===== src/rcc_pkg.sv =====
// rcc_pkg: shared types and constants of the riff cartridge chunk parser
// used by rcc_parse_core and riff_cartridge_chunk_parser; no dependencies
`default_nettype none

package rcc_pkg;

   // default geometry of the image memory
   localparam int DefPageBytes = 16 * 1024;
   localparam int DefMaxPages  = 32;

   // fixed field widths of the result
   localparam int ADDR_W  = 19;
   localparam int PAGES_W = 6;

   // file format constants
   localparam logic [31:0] MAGIC_RIFF    = 32'h5249_4646;
   localparam logic [31:0] MAGIC_AMS     = 32'h414D_5321;
   localparam logic [3:0]  FILE_HDR_LEN  = 4'd12;
   localparam logic [3:0]  CHUNK_HDR_LEN = 4'd8;
   localparam logic [3:0]  MAGIC_LEN     = 4'd4;
   localparam logic [31:0] HDR_OFFSET    = 32'd12;

   // parser phase, one-hot
   typedef enum logic [4:0] {
      PH_HEADER    = 5'b00001,
      PH_CHUNK_HDR = 5'b00010,
      PH_DATA      = 5'b00100,
      PH_SKIP      = 5'b01000,
      PH_WAIT      = 5'b10000
   } rcc_phase_type;

   // one result transaction
   typedef struct packed {
      logic               write_valid;
      logic [ADDR_W-1:0]  write_address;
      logic [7:0]         write_data;
      logic               clear_image;
      logic               done_res;
      logic               status;
      logic [PAGES_W-1:0] pages_loaded;
   } rcc_result_type;

   // or a little-endian byte into a 32-bit word at byte lane idx
   function automatic logic [31:0] place_byte(input logic [31:0] word,
                                              input logic [1:0]  idx,
                                              input logic [7:0]  b);
      logic [4:0] sh;
      sh = {idx, 3'b000};
      return word | ({24'd0, b} << sh);
   endfunction

endpackage

`default_nettype wire


===== src/rcc_parse_core.sv =====
// rcc_parse_core: parser state and per-byte next-state / result logic
// depends on rcc_pkg; the result is combinational and registered by the top level
`default_nettype none

module rcc_parse_core import rcc_pkg::*; #(
   parameter int PAGE_BYTES = DefPageBytes,
   parameter int MAX_PAGES  = DefMaxPages
) (
   input  wire logic           clock,
   input  wire logic           reset,
   input  wire logic           step,
   input  wire logic [7:0]     in_byte,
   input  wire logic           in_last,
   output rcc_result_type      result
);

   localparam int PAGE_W = $clog2(MAX_PAGES + 1);
   localparam int KEEP_W = $clog2(PAGE_BYTES + 2);
   localparam logic [ADDR_W-1:0] PAGE_STEP  = ADDR_W'(PAGE_BYTES);
   localparam logic [KEEP_W-1:0] PAGE_KEEP  = KEEP_W'(PAGE_BYTES);
   localparam logic [31:0]       PAGE_WORD  = 32'(PAGE_BYTES);
   localparam logic [PAGE_W-1:0] PAGE_LIMIT = PAGE_W'(MAX_PAGES);

   rcc_phase_type     phase_ff, phase_in;
   logic [3:0]        count_ff, count_in;
   logic [31:0]       magic_ff, magic_in;
   logic [31:0]       total_ff, total_in;
   logic [31:0]       offset_ff, offset_in;
   logic [31:0]       chunk_len_ff, chunk_len_in;
   logic [KEEP_W-1:0] keep_ff, keep_in;
   logic [KEEP_W-1:0] pos_ff, pos_in;
   logic [31:0]       skip_ff, skip_in;
   logic              skip_flag_ff, skip_flag_in;
   logic [PAGE_W-1:0] page_ff, page_in;
   logic [ADDR_W-1:0] base_ff, base_in;

   logic [31:0]       len_next;
   logic [KEEP_W-1:0] kept_raw;
   logic [KEEP_W-1:0] kept;
   logic              go_next;
   rcc_result_type    res;

   // chunk length with this byte, and the kept length of a chunk whose header completes now
   always_comb begin
      if (count_ff[3:2] == 2'b01) begin
         len_next = place_byte(chunk_len_ff, count_ff[1:0], in_byte);
      end else begin
         len_next = chunk_len_ff;
      end
      if (len_next < PAGE_WORD) begin
         kept_raw = len_next[KEEP_W-1:0];
      end else begin
         kept_raw = PAGE_KEEP;
      end
      kept = kept_raw + KEEP_W'(kept_raw[0]);
   end

   // next state and result for one byte
   always_comb begin
      phase_in     = phase_ff;
      count_in     = count_ff;
      magic_in     = magic_ff;
      total_in     = total_ff;
      offset_in    = offset_ff;
      chunk_len_in = chunk_len_ff;
      keep_in      = keep_ff;
      pos_in       = pos_ff;
      skip_in      = skip_ff;
      skip_flag_in = skip_flag_ff;
      page_in      = page_ff;
      base_in      = base_ff;
      go_next      = 1'b0;
      res          = '0;

      unique case (phase_ff)
         PH_HEADER: begin
            magic_in = {magic_ff[23:0], in_byte};
            if (count_ff[3:2] == 2'b01) begin
               total_in = place_byte(total_ff, count_ff[1:0], in_byte);
            end
            count_in = count_ff + 4'd1;
            if (count_in == MAGIC_LEN && magic_in != MAGIC_RIFF) begin
               res.done_res = 1'b1;
               res.status   = 1'b1;
               phase_in     = PH_WAIT;
            end else if (count_in == FILE_HDR_LEN) begin
               if (magic_in != MAGIC_AMS) begin
                  res.done_res = 1'b1;
                  res.status   = 1'b1;
                  phase_in     = PH_WAIT;
               end else begin
                  res.clear_image = 1'b1;
                  go_next         = 1'b1;
               end
            end
         end
         PH_CHUNK_HDR: begin
            chunk_len_in = len_next;
            count_in = count_ff + 4'd1;
            if (count_in == CHUNK_HDR_LEN) begin
               offset_in = offset_ff + 32'(CHUNK_HDR_LEN);
               if (chunk_len_in == 32'd0) begin
                  go_next = 1'b1;
               end else if (page_ff >= PAGE_LIMIT) begin
                  res.done_res = 1'b1;
                  res.status   = 1'b1;
                  phase_in     = PH_WAIT;
               end else begin
                  keep_in      = kept;
                  pos_in       = '0;
                  skip_flag_in = (kept >= PAGE_KEEP) && (32'(kept) < chunk_len_in);
                  // excess up to the padded length, one subtract with carry-in
                  skip_in      = chunk_len_in - 32'(kept) + 32'(chunk_len_in[0]);
                  phase_in     = PH_DATA;
               end
            end
         end
         PH_DATA: begin
            res.write_valid   = 1'b1;
            res.write_data    = in_byte;
            res.write_address = base_ff + ADDR_W'(pos_ff);
            keep_in = keep_ff - KEEP_W'(1);
            pos_in  = pos_ff + KEEP_W'(1);
            if (keep_ff == KEEP_W'(1)) begin
               page_in   = page_ff + PAGE_W'(1);
               base_in   = base_ff + PAGE_STEP;
               offset_in = offset_ff + chunk_len_ff;
               if (skip_flag_ff) begin
                  phase_in = PH_SKIP;
               end else begin
                  go_next = 1'b1;
               end
            end
         end
         PH_SKIP: begin
            skip_in = skip_ff - 32'd1;
            if (skip_ff == 32'd1) begin
               go_next = 1'b1;
            end
         end
         PH_WAIT: begin
         end
         default: begin
         end
      endcase

      // next chunk header or end of the walk
      if (go_next) begin
         if (offset_in < total_in) begin
            phase_in     = PH_CHUNK_HDR;
            count_in     = '0;
            chunk_len_in = '0;
         end else begin
            res.done_res = 1'b1;
            res.status   = 1'b0;
            phase_in     = PH_WAIT;
         end
      end

      // file ends before the load has finished
      if (in_last && !res.done_res && phase_in != PH_WAIT) begin
         res.done_res = 1'b1;
         res.status   = 1'b1;
      end

      if (32'(page_in) > 32'd63) begin
         res.pages_loaded = 6'd63;
      end else begin
         res.pages_loaded = PAGES_W'(page_in);
      end

      // a last byte starts a new file
      if (in_last) begin
         phase_in     = PH_HEADER;
         count_in     = '0;
         magic_in     = '0;
         total_in     = '0;
         offset_in    = HDR_OFFSET;
         chunk_len_in = '0;
         keep_in      = '0;
         pos_in       = '0;
         skip_in      = '0;
         skip_flag_in = 1'b0;
         page_in      = '0;
         base_in      = '0;
      end
   end

   assign result = res;

   // parser state registers
   always_ff @(posedge clock) begin
      if (reset) begin
         phase_ff     <= PH_HEADER;
         count_ff     <= '0;
         magic_ff     <= '0;
         total_ff     <= '0;
         offset_ff    <= HDR_OFFSET;
         chunk_len_ff <= '0;
         keep_ff      <= '0;
         pos_ff       <= '0;
         skip_ff      <= '0;
         skip_flag_ff <= 1'b0;
         page_ff      <= '0;
         base_ff      <= '0;
      end else if (step) begin
         phase_ff     <= phase_in;
         count_ff     <= count_in;
         magic_ff     <= magic_in;
         total_ff     <= total_in;
         offset_ff    <= offset_in;
         chunk_len_ff <= chunk_len_in;
         keep_ff      <= keep_in;
         pos_ff       <= pos_in;
         skip_ff      <= skip_in;
         skip_flag_ff <= skip_flag_in;
         page_ff      <= page_in;
         base_ff      <= base_in;
      end
   end

   // data phase always has bytes left to keep
   assert property (@(posedge clock) disable iff (reset)
      phase_ff == PH_DATA |-> keep_ff != '0)
      else $error("data phase with nothing left to keep");

   // skip phase always has bytes left to skip
   assert property (@(posedge clock) disable iff (reset)
      phase_ff == PH_SKIP |-> skip_ff != 32'd0)
      else $error("skip phase with nothing left to skip");

   // page count never passes the page limit
   assert property (@(posedge clock) disable iff (reset)
      page_ff <= PAGE_LIMIT)
      else $error("page index past the page limit");

endmodule

`default_nettype wire


===== src/riff_cartridge_chunk_parser.sv =====
// riff_cartridge_chunk_parser: top level with input stage and result register
// depends on rcc_pkg and rcc_parse_core
//
// usage:
//   req_* carries the cartridge file one byte per transaction; req_tlast marks
//   the final byte of a file, and the next byte starts a new file.
//   rsp_* returns exactly one result transaction per input byte, in order:
//   an image write (address, data), the clear-image pulse after a valid file
//   header, the done flag on rsp_tlast with its status, and the page count.
//   order: a byte accepted into the input register is parsed from there, and its
//   result goes into the result register, then out on rsp (input register, then result register).
//   throughput: one byte per cycle while rsp_tready stays high; every step is a
//   handful of compares and counters plus one 32-bit offset add and compare.
//   stall: while rsp_tready is low the result register holds and the input
//   register takes one more byte, then req_tready drops; no result is lost.
//   reset: synchronous, active high; empties both registers and sets the
//   parser to the start of a file.
`default_nettype none

module riff_cartridge_chunk_parser import rcc_pkg::*; #(
   parameter int PAGE_BYTES = DefPageBytes,
   parameter int MAX_PAGES  = DefMaxPages
) (
   input  wire logic        clock,
   input  wire logic        reset,
   // byte stream in
   input  wire logic        req_tvalid,
   output logic             req_tready,
   input  wire logic [7:0]  req_tdata,   // [7:0] file_byte
   input  wire logic        req_tlast,   // last_byte
   // results out
   output logic             rsp_tvalid,
   input  wire logic        rsp_tready,
   output logic [39:0]      rsp_tdata,   // [18:0] write_address, [26:19] write_data,
                                         // [32:27] pages_loaded, [39:33] zero
   output logic [2:0]       rsp_tuser,   // [0] write_valid, [1] clear_image, [2] status
   output logic             rsp_tlast    // done_res
);

   logic           in_valid_ff, in_valid_in;
   logic [7:0]     in_byte_ff;
   logic           in_last_ff;
   logic           rsp_valid_ff, rsp_valid_in;
   rcc_result_type rsp_ff;
   rcc_result_type core_res;
   logic           advance;
   logic           req_take;

   // handshake between the input stage and the result register
   assign advance    = in_valid_ff && (!rsp_valid_ff || rsp_tready);
   assign req_tready = !in_valid_ff || advance;
   assign req_take   = req_tvalid && req_tready;

   always_comb begin
      if (req_take) begin
         in_valid_in = 1'b1;
      end else if (advance) begin
         in_valid_in = 1'b0;
      end else begin
         in_valid_in = in_valid_ff;
      end
      if (advance) begin
         rsp_valid_in = 1'b1;
      end else if (rsp_tready) begin
         rsp_valid_in = 1'b0;
      end else begin
         rsp_valid_in = rsp_valid_ff;
      end
   end

   // input register
   always_ff @(posedge clock) begin
      if (reset) begin
         in_valid_ff <= 1'b0;
      end else begin
         in_valid_ff <= in_valid_in;
      end
      if (req_take) begin
         in_byte_ff <= req_tdata;
         in_last_ff <= req_tlast;
      end
   end

   rcc_parse_core #(
      .PAGE_BYTES (PAGE_BYTES),
      .MAX_PAGES  (MAX_PAGES)
   ) u_core (
      .clock   (clock),
      .reset   (reset),
      .step    (advance),
      .in_byte (in_byte_ff),
      .in_last (in_last_ff),
      .result  (core_res)
   );

   // result register
   always_ff @(posedge clock) begin
      if (reset) begin
         rsp_valid_ff <= 1'b0;
      end else begin
         rsp_valid_ff <= rsp_valid_in;
      end
      if (advance) begin
         rsp_ff <= core_res;
      end
   end

   assign rsp_tvalid = rsp_valid_ff;
   assign rsp_tdata  = {7'd0, rsp_ff.pages_loaded, rsp_ff.write_data, rsp_ff.write_address};
   assign rsp_tuser  = {rsp_ff.status, rsp_ff.clear_image, rsp_ff.write_valid};
   assign rsp_tlast  = rsp_ff.done_res;

   // every processed byte shows up as a result
   assert property (@(posedge clock) disable iff (reset)
      advance |=> rsp_tvalid)
      else $error("processed byte without a result");

   // an invalid status only comes with done
   assert property (@(posedge clock) disable iff (reset)
      rsp_tvalid && rsp_tuser[2] |-> rsp_tlast)
      else $error("status without done");

   // the clear pulse never comes with an image write
   assert property (@(posedge clock) disable iff (reset)
      rsp_tvalid && rsp_tuser[1] |-> !rsp_tuser[0])
      else $error("clear pulse together with a write");

endmodule

`default_nettype wire


===== config.mk =====
export PLATFORM = sky130hd
export DESIGN_NAME = riff_cartridge_chunk_parser
export DESIGN_NICKNAME = d
export VERILOG_FILES = /design/src/rcc_pkg.sv /design/src/rcc_parse_core.sv /design/src/riff_cartridge_chunk_parser.sv
export SDC_FILE = /design/constraint.sdc
export NUM_CORES = 1
export LEC_CHECK = 0
export BUFFER_PORTS_ARGS = -buffer_cell sky130_fd_sc_hd__buf_2
export CORE_MARGIN = 3
export CORE_UTILIZATION = 60
export CTS_BUF_LIST = sky130_fd_sc_hd__clkbuf_16
export CTS_CLUSTER_SIZE = 20
export DETAILED_ROUTE_END_ITERATION = 12
export GPL_TIMING_DRIVEN = 0
export PLACE_DENSITY = 0.78
export SYNTH_ARGS = -nofsm -noshare
export SYNTH_HDL_FRONTEND = slang
export SYNTH_SLANG_ARGS = --single-unit

===== constraint.sdc =====
create_clock -name clock -period 7.1 [get_ports clock]
set_clock_uncertainty 0.1 [all_clocks]
set_input_delay 0.71 -clock clock [delete_from_list [all_inputs] [get_ports clock]]
set_output_delay 0.71 -clock clock [all_outputs]
set_load 0.02 [all_outputs]

# == Word level (Yosys, flattened, before mapping) ==
# Index checks and enable logic that the tools add are counted.
# totals
latchBits,0
mem_count,0
output_inout_bits,46
mem_bits_rw,0
regBits,265
input_bits,13
word_cells,171
romBits,0
# classes
n_bitwise,4
multipliers,0
shifts,1
n_lt_le_gt_ge,5
n_addsub,12
n_reduce_logical,28
n_eq_ne,18
n_div,0
mux,80
# op_table
op,count
$mux W32,15
$mux W15,9
$pmux W32 S2,2
$ne A32 B31 Y1 const B,2
$or A32 B32 Y32,2
$pmux W15 S2,2
$mux W19,3
$mux W5,11
$mux W24,2
$add A32 B1 Y32,1
$add A32 B32 Y32,1
$add A32 B4 Y32 const B,1
$eq A32 B1 Y1 const B,1
$logic_not A32 Y1,1
$lt A15 B32 Y1,1
$lt A32 B15 Y1 const B,1
$lt A32 B32 Y1,1
$shl A8 B5 Y32,1
$sub A32 B1 Y32 const B,1
$sub A32 B15 Y32,1
$mux W28,1
$add A19 B15 Y19,1
$add A19 B15 Y19 const B,1
$mux W6,3
other kinds (36),83

# == Depth between registers and ports, before layout ==
# Gate-level depths: netlist of the first run.
# logic_depth
ltp_word,13
depth_mapped,32
ltp_nobuf,30

# == Modules after synthesis ==
# A second synthesis of the first run with hierarchy kept.
# unflattened
cells_unflattened,2165
hier_area_um2,17425.5
# by_module_without_submodules
mod,area_each_um2,seq_area_each_um2,cells_each,n_inst
rcc_parse_core,15884.0,4063.9,2101,1
riff_cartridge_chunk_parser,1541.5,1421.4,64,1

# == Worst setup path after synthesis of the first run ==
# Ideal clock, no wire load.
# synth_timing
kind,register to register
start,reg u_core.count_ff[3]
end,reg u_core.skip_ff[30]
slack_ns,1.137
arrival_ns,5.747
path_stages_with_launch,31
synth_period_minus_slack_ns,5.963
required_time_ns,6.884
setup_ns,0.116
n_path_buf,2
path_cell_list,dfxtp_1 buf_1 and4bb_1 a21o_1 inv_1 ha_1 nand2_1 nor3_1 a311o_1 nand3_1 clkbuf_1 nor2_1 ha_1 nand3_2 nor3_1 xnor2_1 nand2_1 ha_1 ha_1 o21ai_0 nand2b_1 a21oi_1 o41ai_1 nand3_1 o211ai_1 o22ai_1 o21ai_1 a31oi_1 a21oi_1 nand4_1 o211a_1
# synth_via
elab_chain_len,12
word_cells_on_any_way,18
classes_between,4 x add/sub; 1 x order compare; 4 x eq/ne; 7 x mux; 2 x reduce/logical
# synth_rtl
element,line,source
start: declaration,rcc_parse_core.sv:25,"logic [3:0] count_ff, count_in;"
start signal: assignment,rcc_parse_core.sv:208,count_ff <= count_in;
$eq A2 B1 Y1,rcc_parse_core.sv:45,if (count_ff[3:2] == 2'b01) begin
$mux W32,rcc_parse_core.sv:45,
$lt A32 B15 Y1,rcc_parse_core.sv:50,if (len_next < PAGE_WORD) begin
$mux W15,rcc_parse_core.sv:50,
$add A15 B1 Y15,rcc_parse_core.sv:55,kept = kept_raw + KEEP_W'(kept_raw[0]);
$sub A32 B15 Y32,rcc_parse_core.sv:113,skip_in = chunk_len_in - 32'(kept) + 32'(chunk_len_in[0]);
$add A32 B1 Y32,rcc_parse_core.sv:113,
$mux W32,rcc_parse_core.sv:104,end else if (page_ff >= PAGE_LIMIT) begin
$mux W32,rcc_parse_core.sv:102,if (chunk_len_in == 32'd0) begin
$mux W32,rcc_parse_core.sv:100,if (count_in == CHUNK_HDR_LEN) begin
$pmux W32 S2,rcc_parse_core.sv:75,unique case (phase_ff)
$mux W32,rcc_parse_core.sv:173,if (in_last) begin
end signal: assignment,rcc_parse_core.sv:215,skip_ff <= skip_in;
end: declaration,rcc_parse_core.sv:32,"logic [31:0] skip_ff, skip_in;"
# Parallel ways exist; a longest one is shown, timed or not. The select of a mux whose other input is x is not followed.
# A chain may end at the register's enable or synchronous reset.

# == Worst setup path in the final report of the first run ==
# layout_timing
start,reg u_core.count_ff[2]
end,reg u_core.skip_ff[26]
# The elaborated chain is that of the path after synthesis.

==> metrics.txt, run 1 <==
switching share of power=0.252; ys flop type=dfxtp_1; drt pass-1 iters=7; Die ar.=0.0298 mm^2; pre-CTS WS=-426 ps; Synth cell types=79; num rows=60; area grow syn2layout=10.7%; relative slew slack=0.184; Antenna Nets Post-Route=0; Final Non-Filler Cells=2575; Tcrit/Tclk final=0.954; Initial Util=0.614; Die W=173 um; Max Slew Vio Count=0; unrepaired setup endpoints after global routing=no; commonest cells after routing, fill and taps aside=nor2_1 (308), dfxtp_1 (205), a21oi_1 (204), o21ai_0 (147), ha_1 (134); cell with the largest stage delay on the worst path=o41ai_2; fillers=2380; FF+latch count, synth=251; Pint=2.33 mW; Switch Pwr=0.786 mW; share of the yosys chip area belonging to registers=0.329; placed inst area=0.0175 mm^2; CTS tree=built; syn avg cell area=7.99 um^2; CP endpoint kind=register; power per cell area=169 mW/mm^2; clk buf depth=3; Nets=2330; endpoints failing hold=0; grt total ovfl=0; Comb pwr share=0.063; vias in the first global route=15158; most common cell after layout, fill and taps aside=nor2_1; critical path data required time=7420 ps; worst setup path class=reg2reg; maximum VDD drop=0.171 mV; Tot GR Track Use=0.353; hold crit path type=in2reg; Post-Syn Area=0.0167 mm^2; first-pass GRT wire length=84.7 mm; largest stage delay on the critical path=420 ps; core area=0.0272 mm^2; Clock power frac=0.461; largest net degree at the start of global routing=45; share of cells above drive strength 1=0.0745; Critical Path AT=7100 ps; Critical Path Start=u_core.count_ff[2]$_SDFFE_PP0P_; vias=16701; Synth Warn #=0; start point of the worst hold path=req_tlast; FF-to-FF Start=u_core.count_ff[2]$_SDFFE_PP0P_; Slew @ Worst Pin=1210 ps; clk_lat worst skew=560 ps; fmax=148 MHz; Flop pwr share=0.476; Port Buffers=51; antenna violations before repair=4; # IOs=59; min cycle time layout=6780 ps; dpl hpwl=40.7 mm; Cells after Synth=2089; placed cells=2519; setup ws final=325 ps; Clock Tree Root=clkbuf_16; final wirelength=55.3 mm; Finish-stage setup viols=0; total negative slack=0 ps; Post-synth EDFFs=46; total CTS buffers=28; CP Max Fanout=10; H-tree depth=1; CTS sink cnt=251; Max-Cap Viols=0; Iter 0 DRT Violations=1796; GPL Wtd Cong=1.02; status=completed; Via density=6.49; drt drc=0; final core occ=0.680; CTS clk-pin slew, worst paths=70 ps; die height=173 um; most frequent CP cell=ha_1; Leak Pwr=7.63 nW; startpoint types=register; Final Instance Area=0.0185 mm^2; Post-synth ARST share=0; drt wl/cell=21.5 um
timing repair:
item,in CTS,in global routing
endpoints found under the setup margin,7,15
hold buffers,0,0
resized for setup,9,16
pin swaps,0,3
buffers inserted,0,6
endpoints found under the hold margin,0,0
registers in the layout (all words and copies together) (netlist names), 3 cells and up:
name / count
u_core.pos_ff: 15
u_core.keep_ff: 15
u_core.magic_ff: 24
u_core.base_ff: 5
in_byte_ff: 8
u_core.skip_ff: 32
u_core.count_ff: 4
u_core.chunk_len_ff: 32
rsp_tdata: 33
rsp_tuser: 3
u_core.offset_ff: 32
u_core.total_ff: 32
u_core.page_ff: 6
u_core.phase_ff: 5
logic make-up after synthesis:
group                    Yosys count  share of synthesized area
AO/OA/AOI/OAI                    634                      0.236
XOR/XNOR                         105                     0.0551
adder cells (fa/ha/maj)          137                      0.104
buffers and inverters            170                     0.0408
flip-flops                       251                      0.329
multiplexers                       9                    0.00577
other                              1                   0.000225
AND/OR/NAND/NOR                  782                      0.230
cell type report:
| type | instances | area (um^2) | share of cell area |
|---|---|---|---|
| multi-input combinational | 1674 | 10600 | 0.575 |
| sequential | 251 | 5490 | 0.297 |
| clock buffer | 29 | 726 | 0.0393 |
| tap | 372 | 465 | 0.0252 |
| buffer | 99 | 424 | 0.0230 |
| timing repair buffer | 58 | 320 | 0.0173 |
| inverter | 68 | 255 | 0.0138 |
| clock inverter | 22 | 166 | 0.00901 |
| antenna | 2 | 5.00 | 0.000271 |
per-stage QoR:
step / hold WS (ps) / total power, mW
floorplan: 338 / 1.62
global placement: 357 / 1.70
detailed placement: 369 / 1.70
CTS: 209 / 3.11
global route: 222 / 3.19
finish: 229 / 3.11
cells in the mapped netlist, drive strengths merged, types with 47 or more instances:
library cell / count / area (um^2)
a21o: 69 / 519
a21oi: 210 / 1060
a22oi: 56 / 420
clkbuf: 82 / 309
dfxtp: 205 / 4100
ha: 135 / 1690
inv: 67 / 251
nand2: 126 / 473
nand3: 47 / 240
nor2: 310 / 1160
nor3: 63 / 325
o21ai: 150 / 751
xnor2: 55 / 482
xor2: 50 / 438
critical path: cells and delay by family (launching register included):
family / cells / cell delay [ps]
AO/OA/AOI/OAI: 11 / 2370
XOR/XNOR: 2 / 330
AND/OR/NAND/NOR: 10 / 1760
buffers and inverters: 3 / 580
flip-flops: 1 / 340
adder cells (fa/ha/maj): 4 / 1150
power by group through the flow:
| stage | Clock [mW] | Combinational [mW] | Sequential (mW) |
|---|---|---|---|
| after floorplan | 0 | 0.0969 | 1.52 |
| after global placement | 0 | 0.185 | 1.51 |
| after detailed placement | 0 | 0.188 | 1.51 |
| after CTS | 1.44 | 0.183 | 1.49 |
| after global routing | 1.50 | 0.204 | 1.48 |
| final | 1.43 | 0.196 | 1.48 |
metal layers:
layer  wire, um  share of wire  vias up  global-route usage
li1           -              -     7773                   -
met3       6080           0.11      194              0.0720
met5         33        0.00060        -                   0
met1      22600           0.41     7736               0.481
met4       3050          0.055        4               0.171
met2      23500           0.43      994               0.537
final timing paths:
| kind | end | slack (ps) | cells past startpoint |
|---|---|---|---|
| setup reg to reg | u_core.skip_ff[26]$_SDFFE_PP0P_ | 320 | 30 |
| hold / removal | in_last_ff$_DFFE_PP_ | 230 | 1 |
| hold reg to reg | u_core.skip_ff[1]$_SDFFE_PP0P_ | 380 | 2 |
| setup / recovery | u_core.skip_ff[26]$_SDFFE_PP0P_ | 320 | 30 |
Power figures use the tool's default switching activity.
==> run 2: changes to the inputs <==
CTS_CLUSTER_SIZE = 16   (was 20)
clock period = 7.7 ns   (was 7.1 ns; I/O delays follow)
==> run 2 against run 1 <==
Core utilization fell by 0.29 points. Die area unchanged. Combinational power is 9.7% lower. Worst setup slack better by 110 ps. Clock-buffer cell count unchanged. Clock power fell by 7%.
==> metrics.txt, run 2 (same netlist as run 1, synthesis figures left out) <==
antenna violations before repair=4; total negative slack=0 ps; power per cell area=156 mW/mm^2; area grow syn2layout=10.2%; cell depth of the worst flop-to-flop path=28; share of cells above drive strength 1=0.0683; fmax=138 MHz; worst setup path class=reg2reg; Port Buffers=51; min cycle time layout=7270 ps; vias=16697; CP endpoint kind=register; Finish-stage setup viols=0; Clock Tree Root=clkbuf_16; drt drc=0; Die ar.=0.0298 mm^2; Antenna Nets Post-Route=0; vias in the first global route=15152; dpl hpwl=40.7 mm; cts hold-fix bufs=0; Critical Path Start=in_byte_ff[6]$_DFFE_PP_; die height=173 um; placed cells=2519; startpoint types=register; H-tree depth=1; Nets=2326; CTS clk-pin slew, worst paths=60 ps; FF-to-FF Start=in_byte_ff[6]$_DFFE_PP_; cell depth of the worst hold path=1; drt pass-1 iters=6; multi-input logic area=0.0106 mm^2; Tot GR Track Use=0.352; final wirelength=55.1 mm; GPL Wtd Cong=1.02; Fin Hold WS=290 ps; # IOs=59; maximum VDD drop=0.158 mV; most frequent CP cell=ha_1; Die W=173 um; CTS tree=built; register area=0.00549 mm^2; critical path data required time=8030 ps; endpoints failing hold=0; total CTS buffers=28; largest stage delay on the critical path=510 ps; Slew @ Worst Pin=1260 ps; first-pass GRT wire length=84.6 mm; fillers=2388; commonest cells after routing, fill and taps aside=nor2_1 (309), a21oi_1 (206), dfxtp_1 (205), o21ai_0 (147), ha_1 (135); largest net degree at the start of global routing=45; hold crit path type=in2reg; most common cell after layout, fill and taps aside=nor2_1; Max-Cap Viols=0; Largest register FFs=33; core area=0.0272 mm^2; relative slew slack=0.155; unrepaired setup endpoints after global routing=no; start point of the worst hold path=req_tlast; clk_lat worst skew=560 ps; num rows=60; CTS sink cnt=251; clk buf depth=3; Final Non-Filler Cells=2570; Critical Path AT=7590 ps; Tcrit/Tclk final=0.944; grt total ovfl=0; Max Slew Vio Count=0; Via density=6.50; Initial Util=0.614; total power=2.87 mW; Iter 0 DRT Violations=1894; cell with the largest stage delay on the worst path=edfxtp_1; drt wl/cell=21.5 um; status=completed; CP Max Fanout=10; Leak Pwr=7.60 nW
run 2: cell count changes in the layout (fill, tap and decap cells not counted), moves of 2 or more:
cell / previous run / this run
a21oi_1: 204 / 206
buf_2: 60 / 58
buf_4: 13 / 9
a21oi_2: 6 / 4
run 2: power breakdown:
part | internal, mW | switching [mW] | total [mW]
clock | 0.750 | 0.576 | 1.33
combinational | 0.0429 | 0.134 | 0.177
sequential | 1.35 | 0.0155 | 1.37
total | 2.15 | 0.726 | 2.87
run 2: path summary, 6_finish.rpt:
| check | slack (ps) | to |
|---|---|---|
| max reg2reg | 430 | u_core.skip_ff[26]$_SDFFE_PP0P_ |
| min reg2reg | 380 | u_core.skip_ff[1]$_SDFFE_PP0P_ |
| min | 290 | in_last_ff$_DFFE_PP_ |
| max | 430 | u_core.skip_ff[26]$_SDFFE_PP0P_ |
run 2: timing repair:
item | in CTS | in global routing
setup endpoints to repair | 0 | 10
buffers inserted | 0 | 2
resized for setup | 0 | 22
run 2: critical path: cells and delay by family, from the launching register on:
family / cells / cell delay, ps
xor gates and xnor gates: 2 / 370
AOI/OAI and AO/OA: 10 / 2660
buffers and inverters: 2 / 780
and+or+nand+nor: 10 / 1640
DFF: 1 / 510
adders and majority gates: 4 / 1100
run 2: final cells by class:
class / instances / area share
Clock inverter: 22 / 0.00905
Clock buffer: 29 / 0.0395
Timing Repair Buffer: 54 / 0.0158
Antenna cell: 1 / 0.000136
Tap cell: 372 / 0.0253
Multi-Input combinational cell: 1674 / 0.575
Sequential cell: 251 / 0.298
Inverter: 68 / 0.0139
Buffer: 99 / 0.0230
run 2: metrics by stage:
step | util | setup slack, ps | instance area [um^2]
2_1_floorplan | - | 1740 | 16700
3_3_place_gp | 0.641 | 272 | 17400
5_1_grt | 0.676 | 51.4 | 18400
3_5_place_dp | 0.642 | 174 | 17500
4_1_cts | 0.675 | 139 | 18300
6_report | 0.677 | 434 | 18400
run 2: layer usage:
metal,GRT usage,vias up,part of all wire
met1,0.480,7786,0.41
met2,0.535,947,0.42
met4,0.172,8,0.056
li1,-,7754,-
met5,0,-,0.0011
met3,0.0722,202,0.11
